--- src/hdl/lfuc_pkg.sv ---
// Shared constants and sequencer state type for the LFU cache table.
package lfuc_pkg;

  // Capacity register width and reset value
  localparam int unsigned CAP_W = 5;
  localparam logic [CAP_W-1:0] CAP_RST = 5'd16;

  // Request type codes
  localparam logic REQ_GET = 1'b0;
  localparam logic REQ_PUT = 1'b1;

  // Read value returned on a get miss
  localparam logic [31:0] MISS_VALUE = 32'hFFFF_FFFF;

  // Sequencer states, one-hot
  typedef enum logic [4:0] {
    ST_IDLE   = 5'b00001,
    ST_SCAN   = 5'b00010,
    ST_DECIDE = 5'b00100,
    ST_UPDATE = 5'b01000,
    ST_DONE   = 5'b10000
  } seq_state_t;

endpackage

--- src/hdl/lfu_cache_table.sv ---
// LFU cache table with LRU tie break, slot memory swept by a small sequencer.
//
//  channel | direction | handshake              | payload
//  --------+-----------+------------------------+-------------------------------------
//  in_     | input     | in_valid / in_stall    | in_req_type, in_key, in_value
//  out_    | output    | out_valid / out_stall  | out_hit, out_read_value, out_evicted
//  cfg_    | input     | cfg_wr_en              | cfg_wr_data (capacity_in_use)
//
// A transaction runs: accept, key/victim scan, decide, then for a hit or an insert
// a rank/count update sweep, then result; each sweep visits one slot per cycle.
// Synchronous active-low reset clears valid bits, occupancy and control; no
// clearing pass is needed. in_stall is high from acceptance until the result
// is loaded into the output register; a stalled output holds the next result back.
module lfu_cache_table #(
  parameter int unsigned ENTRIES    = 16,
  parameter int unsigned COUNT_BITS = 16
) (
  input  logic                      clk,
  input  logic                      rst_n,
  // configuration
  input  logic                      cfg_wr_en,
  input  logic [lfuc_pkg::CAP_W-1:0] cfg_wr_data,
  // request channel
  input  logic                      in_valid,
  output logic                      in_stall,
  input  logic                      in_req_type,
  input  logic signed [31:0]        in_key,
  input  logic signed [31:0]        in_value,
  // result channel
  output logic                      out_valid,
  input  logic                      out_stall,
  output logic                      out_hit,
  output logic signed [31:0]        out_read_value,
  output logic                      out_evicted
);

  import lfuc_pkg::*;

  localparam int unsigned IW = (ENTRIES > 1) ? $clog2(ENTRIES) : 1;
  localparam int unsigned RW = IW;
  localparam int unsigned UW = $clog2(ENTRIES + 1);
  localparam int unsigned CW = (UW > CAP_W) ? UW : CAP_W;
  localparam logic [IW-1:0]         LAST_IDX  = IW'(ENTRIES - 1);
  localparam logic [IW:0]           CNT_END   = (IW + 1)'(ENTRIES);
  localparam logic [COUNT_BITS-1:0] COUNT_MAX = {COUNT_BITS{1'b1}};
  localparam logic [COUNT_BITS-1:0] COUNT_ONE = COUNT_BITS'(1);

  typedef struct packed {
    logic [31:0]           key;
    logic [31:0]           value;
    logic [COUNT_BITS-1:0] cnt;
    logic [RW-1:0]         rank;
  } slot_t;

  // Slot memory and per-slot valid bits
  slot_t              slot_mem_r [ENTRIES];
  slot_t              rd_q_r;
  logic [ENTRIES-1:0] valid_r, valid_nxt;
  logic [UW-1:0]      used_r, used_nxt;
  logic [CAP_W-1:0]   cap_r, cap_nxt;

  seq_state_t    state_r, state_nxt;
  logic [IW:0]   cnt_r, cnt_nxt;
  logic          p_vld_r, p_vld_nxt;
  logic [IW-1:0] p_idx_r, p_idx_nxt;

  // Request held for the whole transaction
  logic          put_r, put_nxt;
  logic [31:0]   key_r, key_nxt;
  logic [31:0]   val_r, val_nxt;

  // Scan results
  logic                  m_fnd_r, m_fnd_nxt;
  logic [IW-1:0]         m_idx_r, m_idx_nxt;
  logic [RW-1:0]         m_rank_r, m_rank_nxt;
  logic [31:0]           m_val_r, m_val_nxt;
  logic                  v_fnd_r, v_fnd_nxt;
  logic [IW-1:0]         v_idx_r, v_idx_nxt;
  logic [COUNT_BITS-1:0] v_cnt_r, v_cnt_nxt;
  logic [RW-1:0]         v_rank_r, v_rank_nxt;
  logic                  f_fnd_r, f_fnd_nxt;
  logic [IW-1:0]         f_idx_r, f_idx_nxt;

  // Update plan
  logic          ins_r, ins_nxt;
  logic          ev_r, ev_nxt;

  // Output register
  logic          out_valid_r, out_valid_nxt;
  logic          out_hit_r, out_hit_nxt;
  logic [31:0]   out_rd_r, out_rd_nxt;
  logic          out_ev_r, out_ev_nxt;

  // Memory port signals
  logic          rd_en;
  logic [IW-1:0] rd_addr;
  logic          wr_en;
  logic [IW-1:0] wr_addr;
  slot_t         wr_data;

  // Effective capacity and occupancy check
  logic [CW-1:0] cap_ext, cap_eff, used_ext;
  logic          full;
  logic          p_valid;

  assign cap_ext  = CW'(cap_r);
  assign cap_eff  = (cap_ext > CW'(ENTRIES)) ? CW'(ENTRIES) : cap_ext;
  assign used_ext = CW'(used_r);
  assign full     = (used_ext >= cap_eff);
  assign p_valid  = valid_r[p_idx_r];

  assign in_stall       = (state_r != ST_IDLE);
  assign out_valid      = out_valid_r;
  assign out_hit        = out_hit_r;
  assign out_read_value = out_rd_r;
  assign out_evicted    = out_ev_r;

  // Sequencer, scan unit and update unit
  always_comb begin
    state_nxt  = state_r;
    cnt_nxt    = cnt_r;
    p_vld_nxt  = 1'b0;
    p_idx_nxt  = p_idx_r;
    put_nxt    = put_r;
    key_nxt    = key_r;
    val_nxt    = val_r;
    m_fnd_nxt  = m_fnd_r;
    m_idx_nxt  = m_idx_r;
    m_rank_nxt = m_rank_r;
    m_val_nxt  = m_val_r;
    v_fnd_nxt  = v_fnd_r;
    v_idx_nxt  = v_idx_r;
    v_cnt_nxt  = v_cnt_r;
    v_rank_nxt = v_rank_r;
    f_fnd_nxt  = f_fnd_r;
    f_idx_nxt  = f_idx_r;
    ins_nxt    = ins_r;
    ev_nxt     = ev_r;
    valid_nxt  = valid_r;
    used_nxt   = used_r;
    cap_nxt    = cfg_wr_en ? cfg_wr_data : cap_r;
    rd_en      = 1'b0;
    rd_addr    = cnt_r[IW-1:0];
    wr_en      = 1'b0;
    wr_addr    = p_idx_r;
    wr_data    = rd_q_r;

    // output register drains independently of the sequencer
    out_valid_nxt = out_valid_r && out_stall;
    out_hit_nxt   = out_hit_r;
    out_rd_nxt    = out_rd_r;
    out_ev_nxt    = out_ev_r;

    // slot read issue during sweeps
    if ((state_r == ST_SCAN || state_r == ST_UPDATE) && cnt_r < CNT_END) begin
      rd_en     = 1'b1;
      p_vld_nxt = 1'b1;
      p_idx_nxt = cnt_r[IW-1:0];
      cnt_nxt   = cnt_r + 1'b1;
    end

    case (state_r)
      ST_IDLE: begin
        if (in_valid) begin
          put_nxt   = (in_req_type == REQ_PUT);
          key_nxt   = in_key;
          val_nxt   = in_value;
          cnt_nxt   = '0;
          m_fnd_nxt = 1'b0;
          v_fnd_nxt = 1'b0;
          f_fnd_nxt = 1'b0;
          ev_nxt    = 1'b0;
          ins_nxt   = 1'b0;
          state_nxt = ST_SCAN;
        end
      end

      ST_SCAN: begin
        if (p_vld_r) begin
          // key match
          if (p_valid && rd_q_r.key == key_r && !m_fnd_r) begin
            m_fnd_nxt  = 1'b1;
            m_idx_nxt  = p_idx_r;
            m_rank_nxt = rd_q_r.rank;
            m_val_nxt  = rd_q_r.value;
          end
          // victim: lowest count, oldest on a tie
          if (p_valid && (!v_fnd_r || rd_q_r.cnt < v_cnt_r ||
              (rd_q_r.cnt == v_cnt_r && rd_q_r.rank > v_rank_r))) begin
            v_fnd_nxt  = 1'b1;
            v_idx_nxt  = p_idx_r;
            v_cnt_nxt  = rd_q_r.cnt;
            v_rank_nxt = rd_q_r.rank;
          end
          // first free slot
          if (!p_valid && !f_fnd_r) begin
            f_fnd_nxt = 1'b1;
            f_idx_nxt = p_idx_r;
          end
          if (p_idx_r == LAST_IDX) begin
            cnt_nxt   = '0;
            state_nxt = ST_DECIDE;
          end
        end
      end

      ST_DECIDE: begin
        if (put_r && cap_eff == '0) begin
          // zero capacity put changes nothing
          state_nxt = ST_DONE;
        end else if (m_fnd_r) begin
          ins_nxt   = 1'b0;
          state_nxt = ST_UPDATE;
        end else if (put_r) begin
          ins_nxt = 1'b1;
          if (full) begin
            ev_nxt = 1'b1;
            valid_nxt[v_idx_r] = 1'b0;
            // new slot is the lowest free index once the victim is gone
            if (!(f_fnd_r && f_idx_r < v_idx_r))
              f_idx_nxt = v_idx_r;
            valid_nxt[(f_fnd_r && f_idx_r < v_idx_r) ? f_idx_r : v_idx_r] = 1'b1;
          end else begin
            valid_nxt[f_idx_r] = 1'b1;
            used_nxt = used_r + 1'b1;
          end
          state_nxt = ST_UPDATE;
        end else begin
          state_nxt = ST_DONE;
        end
      end

      ST_UPDATE: begin
        if (p_vld_r) begin
          if (ins_r) begin
            if (p_idx_r == f_idx_r) begin
              wr_en         = 1'b1;
              wr_data.key   = key_r;
              wr_data.value = val_r;
              wr_data.cnt   = COUNT_ONE;
              wr_data.rank  = '0;
            end else if (p_valid) begin
              // older than the victim moves up one, then all age by one
              wr_en        = 1'b1;
              wr_data.rank = rd_q_r.rank + 1'b1 -
                             ((ev_r && rd_q_r.rank > v_rank_r) ? 1'b1 : 1'b0);
            end
          end else begin
            if (p_idx_r == m_idx_r) begin
              wr_en        = 1'b1;
              wr_data.rank = '0;
              if (put_r)
                wr_data.value = val_r;
              if (rd_q_r.cnt != COUNT_MAX)
                wr_data.cnt = rd_q_r.cnt + 1'b1;
            end else if (p_valid && rd_q_r.rank < m_rank_r) begin
              wr_en        = 1'b1;
              wr_data.rank = rd_q_r.rank + 1'b1;
            end
          end
          if (p_idx_r == LAST_IDX)
            state_nxt = ST_DONE;
        end
      end

      ST_DONE: begin
        if (!out_valid_r || !out_stall) begin
          out_valid_nxt = 1'b1;
          out_hit_nxt   = m_fnd_r;
          out_ev_nxt    = ev_r;
          if (put_r)
            out_rd_nxt = '0;
          else
            out_rd_nxt = m_fnd_r ? m_val_r : MISS_VALUE;
          state_nxt = ST_IDLE;
        end
      end

      default: begin
        state_nxt = ST_IDLE;
      end
    endcase
  end

  // Slot memory: one read, one write per cycle
  always_ff @(posedge clk) begin
    if (rd_en)
      rd_q_r <= slot_mem_r[rd_addr];
    if (wr_en)
      slot_mem_r[wr_addr] <= wr_data;
  end

  // Control state
  always_ff @(posedge clk) begin
    if (!rst_n) begin
      state_r     <= ST_IDLE;
      cnt_r       <= '0;
      p_vld_r     <= 1'b0;
      valid_r     <= '0;
      used_r      <= '0;
      cap_r       <= CAP_RST;
      out_valid_r <= 1'b0;
    end else begin
      state_r     <= state_nxt;
      cnt_r       <= cnt_nxt;
      p_vld_r     <= p_vld_nxt;
      valid_r     <= valid_nxt;
      used_r      <= used_nxt;
      cap_r       <= cap_nxt;
      out_valid_r <= out_valid_nxt;
    end
  end

  // Payload and working registers
  always_ff @(posedge clk) begin
    p_idx_r  <= p_idx_nxt;
    put_r    <= put_nxt;
    key_r    <= key_nxt;
    val_r    <= val_nxt;
    m_fnd_r  <= m_fnd_nxt;
    m_idx_r  <= m_idx_nxt;
    m_rank_r <= m_rank_nxt;
    m_val_r  <= m_val_nxt;
    v_fnd_r  <= v_fnd_nxt;
    v_idx_r  <= v_idx_nxt;
    v_cnt_r  <= v_cnt_nxt;
    v_rank_r <= v_rank_nxt;
    f_fnd_r  <= f_fnd_nxt;
    f_idx_r  <= f_idx_nxt;
    ins_r    <= ins_nxt;
    ev_r     <= ev_nxt;
    out_hit_r <= out_hit_nxt;
    out_rd_r  <= out_rd_nxt;
    out_ev_r  <= out_ev_nxt;
  end

endmodule

--- config.mk ---
export PLATFORM = sky130hd
export DESIGN_NAME = lfu_cache_table
export DESIGN_NICKNAME = d
export VERILOG_FILES = /design/src/hdl/lfuc_pkg.sv /design/src/hdl/lfu_cache_table.sv
export SDC_FILE = /design/constraint.sdc
export NUM_CORES = 2
export LEC_CHECK = 0
export BUFFER_PORTS_ARGS = -buffer_cell sky130_fd_sc_hd__buf_2
export CELL_PAD_IN_SITES_DETAIL_PLACEMENT = 0
export CELL_PAD_IN_SITES_GLOBAL_PLACEMENT = 1
export CORE_ASPECT_RATIO = 1.4
export CORE_MARGIN = 5
export CORE_UTILIZATION = 45
export CTS_CLUSTER_DIAMETER = 60
export CTS_CLUSTER_SIZE = 40
export DETAILED_ROUTE_END_ITERATION = 8
export PLACE_DENSITY_LB_ADDON = 0.15
export RECOVER_POWER = 50
export SLEW_MARGIN = 0
export SYNTH_ARGS = -nofsm -noshare
export SYNTH_HDL_FRONTEND = slang
export SYNTH_SLANG_ARGS = --single-unit
--- constraint.sdc ---
create_clock -name clk -period 15 [get_ports clk]
set_clock_uncertainty 0.2 [all_clocks]
set_input_delay 1.5 -clock clk [delete_from_list [all_inputs] [get_ports clk]]
set_output_delay 1.5 -clock clk [all_outputs]
set_load 0.005 [all_outputs]
==> flow_summary.rst <==
.. list-table::
   :header-rows: 1

   * - Metric
     - Value
   * - Cell type contributing the most total cell area after synthesis
     - edfxtp_1
   * - Number of enable-type register cells in the synthesized netlist
     - around 1600
   * - Fraction of final layout cells with drive strength greater than 1
     - about 25%
   * - Syn avg cell area
     - ~22 µm²
   * - Worst slack after detailed placement
     - between 10 and 15 ns
   * - Final weighted congestion of routability-driven global placement
     - between 0.7 and 0.8
   * - Endpoints failing setup
     - 0
   * - Mapped cell area
     - 63700 µm²
   * - DIE AREA
     - roughly 150000 µm²
   * - # clock sinks
     - 1642
   * - Commonest non-fill, non-tap cell in the layout
     - edfxtp_1
   * - Power density of the placed cells
     - roughly 120 nW/µm²
   * - Sequential cell area fraction in the yosys report
     - about three quarters
   * - Endpoint arrival time on the critical path
     - 8.15 ns
   * - Worst setup slack after layout
     - 6.87 ns
   * - Via count of the first global-routing pass
     - 30700
   * - Primary FF master, synth
     - edfxtp_1
   * - TritonCTS clock tree
     - built
   * - Floorplan die width
     - about 330 µm
   * - # H-tree levels
     - 3
   * - Syn. warnings
     - 0
   * - ANT nets after route
     - 0
   * - Max stage delay on crit path
     - 3.25 ns
   * - Violated checks
     - capacitance limit, slew limit
   * - Most frequent cells in the layout
     - 1604 x edfxtp_1, 421 x mux4_2, 111 x clkbuf_16
   * - Share of the core filled with cells in the final layout
     - roughly 50%
   * - Kind of end point of the critical path
     - register
   * - Port buffer count
     - 110
   * - Critical Path RT
     - around 15 ns
   * - Top fanout value on the critical path
     - 47
   * - Fin area
     - just over 70000 µm²
   * - Number of register bits inferred by synthesis
     - about 1600
   * - Slew at the pin with the worst max-slew slack
     - about 4.3 ns
   * - Final critical delay including setup and external delays
     - roughly 8.1 ns
   * - Boundary pin count
     - approximately 110
   * - Number of violations of the max-capacitance limit
     - 14
   * - Placed instance area
     - 66600 µm²
   * - Rel. slew slack
     - -190%
   * - Max IR drop VDD
     - about 0.00013 V
   * - Library cell used as clock root buffer
     - clkbuf_16
   * - Router iterations before antenna repair
     - 7
   * - Worst-skew pair later-pin latency
     - between 0.7 and 0.8 ns
   * - Clock buffers created by TritonCTS
     - 107
   * - Total number of vias
     - around 29000
   * - Most common cell type on the critical path
     - clkbuf_1
   * - Count of distinct cell types in the synthesized netlist
     - 65
   * - GRT Util Overall
     - ~20%
   * - Hold buffer count at CTS
     - 0
   * - Quantity of gates resized following cts
     - 0
   * - Wirelength, routed
     - 148 mm
   * - Global-route wire length before repair
     - 215 mm
   * - # DRC
     - 0
   * - Critical path, cell by cell
     - nor3_1, nand2_1, nor2_4, clkbuf_1, clkbuf_1
   * - Area contributors post-synth
     - edfxtp_1 76%, mux4_2 15%, dfxtp_1 1.2%, mux2_2 1.1%, ha_1 0.73%
   * - Gr ovfl total
     - 0
   * - Effective utilization at floorplan
     - 45.2%
   * - Leakage power figure
     - between 0.02 and 0.025 µW
   * - Number of max-slew violations in the final report
     - between 500 and 600
   * - Worst Hold Class
     - reg -> reg
   * - Post-Route Setup TNS
     - 0 ns
   * - Vertical die dimension
     - between 400 and 500 µm
   * - Number of standard-cell rows in the floorplan
     - around 160
   * - Largest net degree at the start of global routing
     - between 150 and 200
   * - Fillers
     - 11100
   * - Initial antenna violation count
     - 3
   * - Status
     - finished with violations
   * - Placed wire-length estimate after detailed placement
     - about 80 mm
   * - Share of the synthesized area in the top cell type
     - roughly 76%
   * - Path type of the worst setup path
     - reg -> reg
   * - Detailed-route wire length per cell
     - about 30 µm
   * - Standard cell with the maximum stage delay on the critical path
     - clkbuf_1
   * - Synthesized Nets
     - roughly 3000
   * - Async set-reset flop share out of synthesis
     - 0%
   * - Drt initial violations
     - between 2000 and 3000
   * - Number of endpoints with negative hold slack in the final report
     - 0
   * - Core box area
     - between 100000 and 150000 µm²
   * - Number of nets in the layout
     - approximately 3100
   * - Area growth, synth to finish
     - 10.7%
   * - Post-CTS setup buffers
     - 0
   * - Final Cycle Share
     - ~54%
   * - Vias per cell
     - just under 6
   * - Maximum clock rate
     - around 120 MHz
   * - Crit start category
     - register
   * - Clock tree buffer depth
     - 3
   * - Cell count after synthesis
     - 2874
   * - Clk pin slew, worst setup/hold paths
     - 0.09 ns
   * - Setup repair after global routing missed its margin
     - no
[final timing paths]
kind | start | to | slack [ns] | cells after the start
worst max-delay path | state_r[4] | rd_q_r[41] | 6.87 | 5
worst min-delay path | rd_q_r[27] | m_val_r[7] | 0.25 | 0
worst max register to register | state_r[4] | rd_q_r[41] | 6.87 | 5
worst min register to register | rd_q_r[27] | m_val_r[7] | 0.25 | 0
[cell families after synthesis]
kind of cell | count (synthesis) | synth area share, %
muxes | 523 | 16.7
and+or+nand+nor | 227 | 1.85
AOI/OAI and AO/OA | 182 | 1.86
adders and majority gates | 37 | 0.726
DFF | 1642 | 76.8
buffers and inverters | 216 | 1.44
xor gates and xnor gates | 47 | 0.658
[synth_stat cells (all sizes together), types with 6 or more instances]
library cell and count:
a21oi 71, inv 73, dfxtp 38, o21a 6, ha 37, mux2i 34
nand4 16, nor2 36, nand2b 10, nor4 16, edfxtp 1604, nor2b 8
buf 64, and3 8, nand3 24, xnor2 12, a21o 8, xor2 35
o21ai 44, nor3 20, mux2 65, nand2 61, mux4 424, o221a 17
clkbuf 79, o31ai 6
[flip-flops by register name, indices dropped and copies added, names as in the netlist, 5 cells and up]
register        count
rd_q_r             84
val_r              32
v_cnt_r            16
slot_mem_r       1344
state_r             5
cap_ext             5
key_r              32
used_ext            5
valid_r            16
m_val_r            32
out_read_value     32
cnt_r               5
[where the power goes]
part           internal, µW  leakage [µW]  switching (µW)
clock                  1570       0.00194            1790
sequential             5040        0.0148            34.5
combinational          80.1       0.00470             135
total                  6680        0.0214            1960
[metal layers]
metal / GRT usage, % / share of wire, %
met3: 2.71 / 5.1
met2: 34.5 / 52
met4: 4.96 / 2.0
met1: 26.8 / 41
met5: 0 / 0
[area by class of cell]
| type | instances | area, µm² | share of cell area, % |
|---|---|---|---|
| inverter | 73 | 275 | 0.390 |
| sequential | 1642 | 48900 | 69.4 |
| clock buffer | 115 | 2790 | 3.96 |
| tap | 1897 | 2370 | 3.36 |
| timing repair buffer | 176 | 938 | 1.33 |
| clock inverter | 88 | 1290 | 1.83 |
| multi-input combinational | 1016 | 13900 | 19.8 |
| antenna | 3 | 7.51 | 0.0106 |
[worst max-delay path, delay by kind of cell, from the launching register on]
family / cells / cell delay, ns
buf+inv: 2 / 6.16
flops: 1 / 0.35
simple gates: 3 / 0.82
[through the flow]
stage | hold WS (ns) | cells | total power [µW]
6_report | 0.249 | 5010 | 8640
5_1_grt | 0.278 | 5008 | 8930
4_1_cts | 0.258 | 5006 | 8740
3_5_place_dp | 0.235 | 4803 | 5400
3_3_place_gp | 0.233 | 4803 | 5390
2_1_floorplan | 0.206 | 2874 | 5300
(Power assumes the default switching activity.)
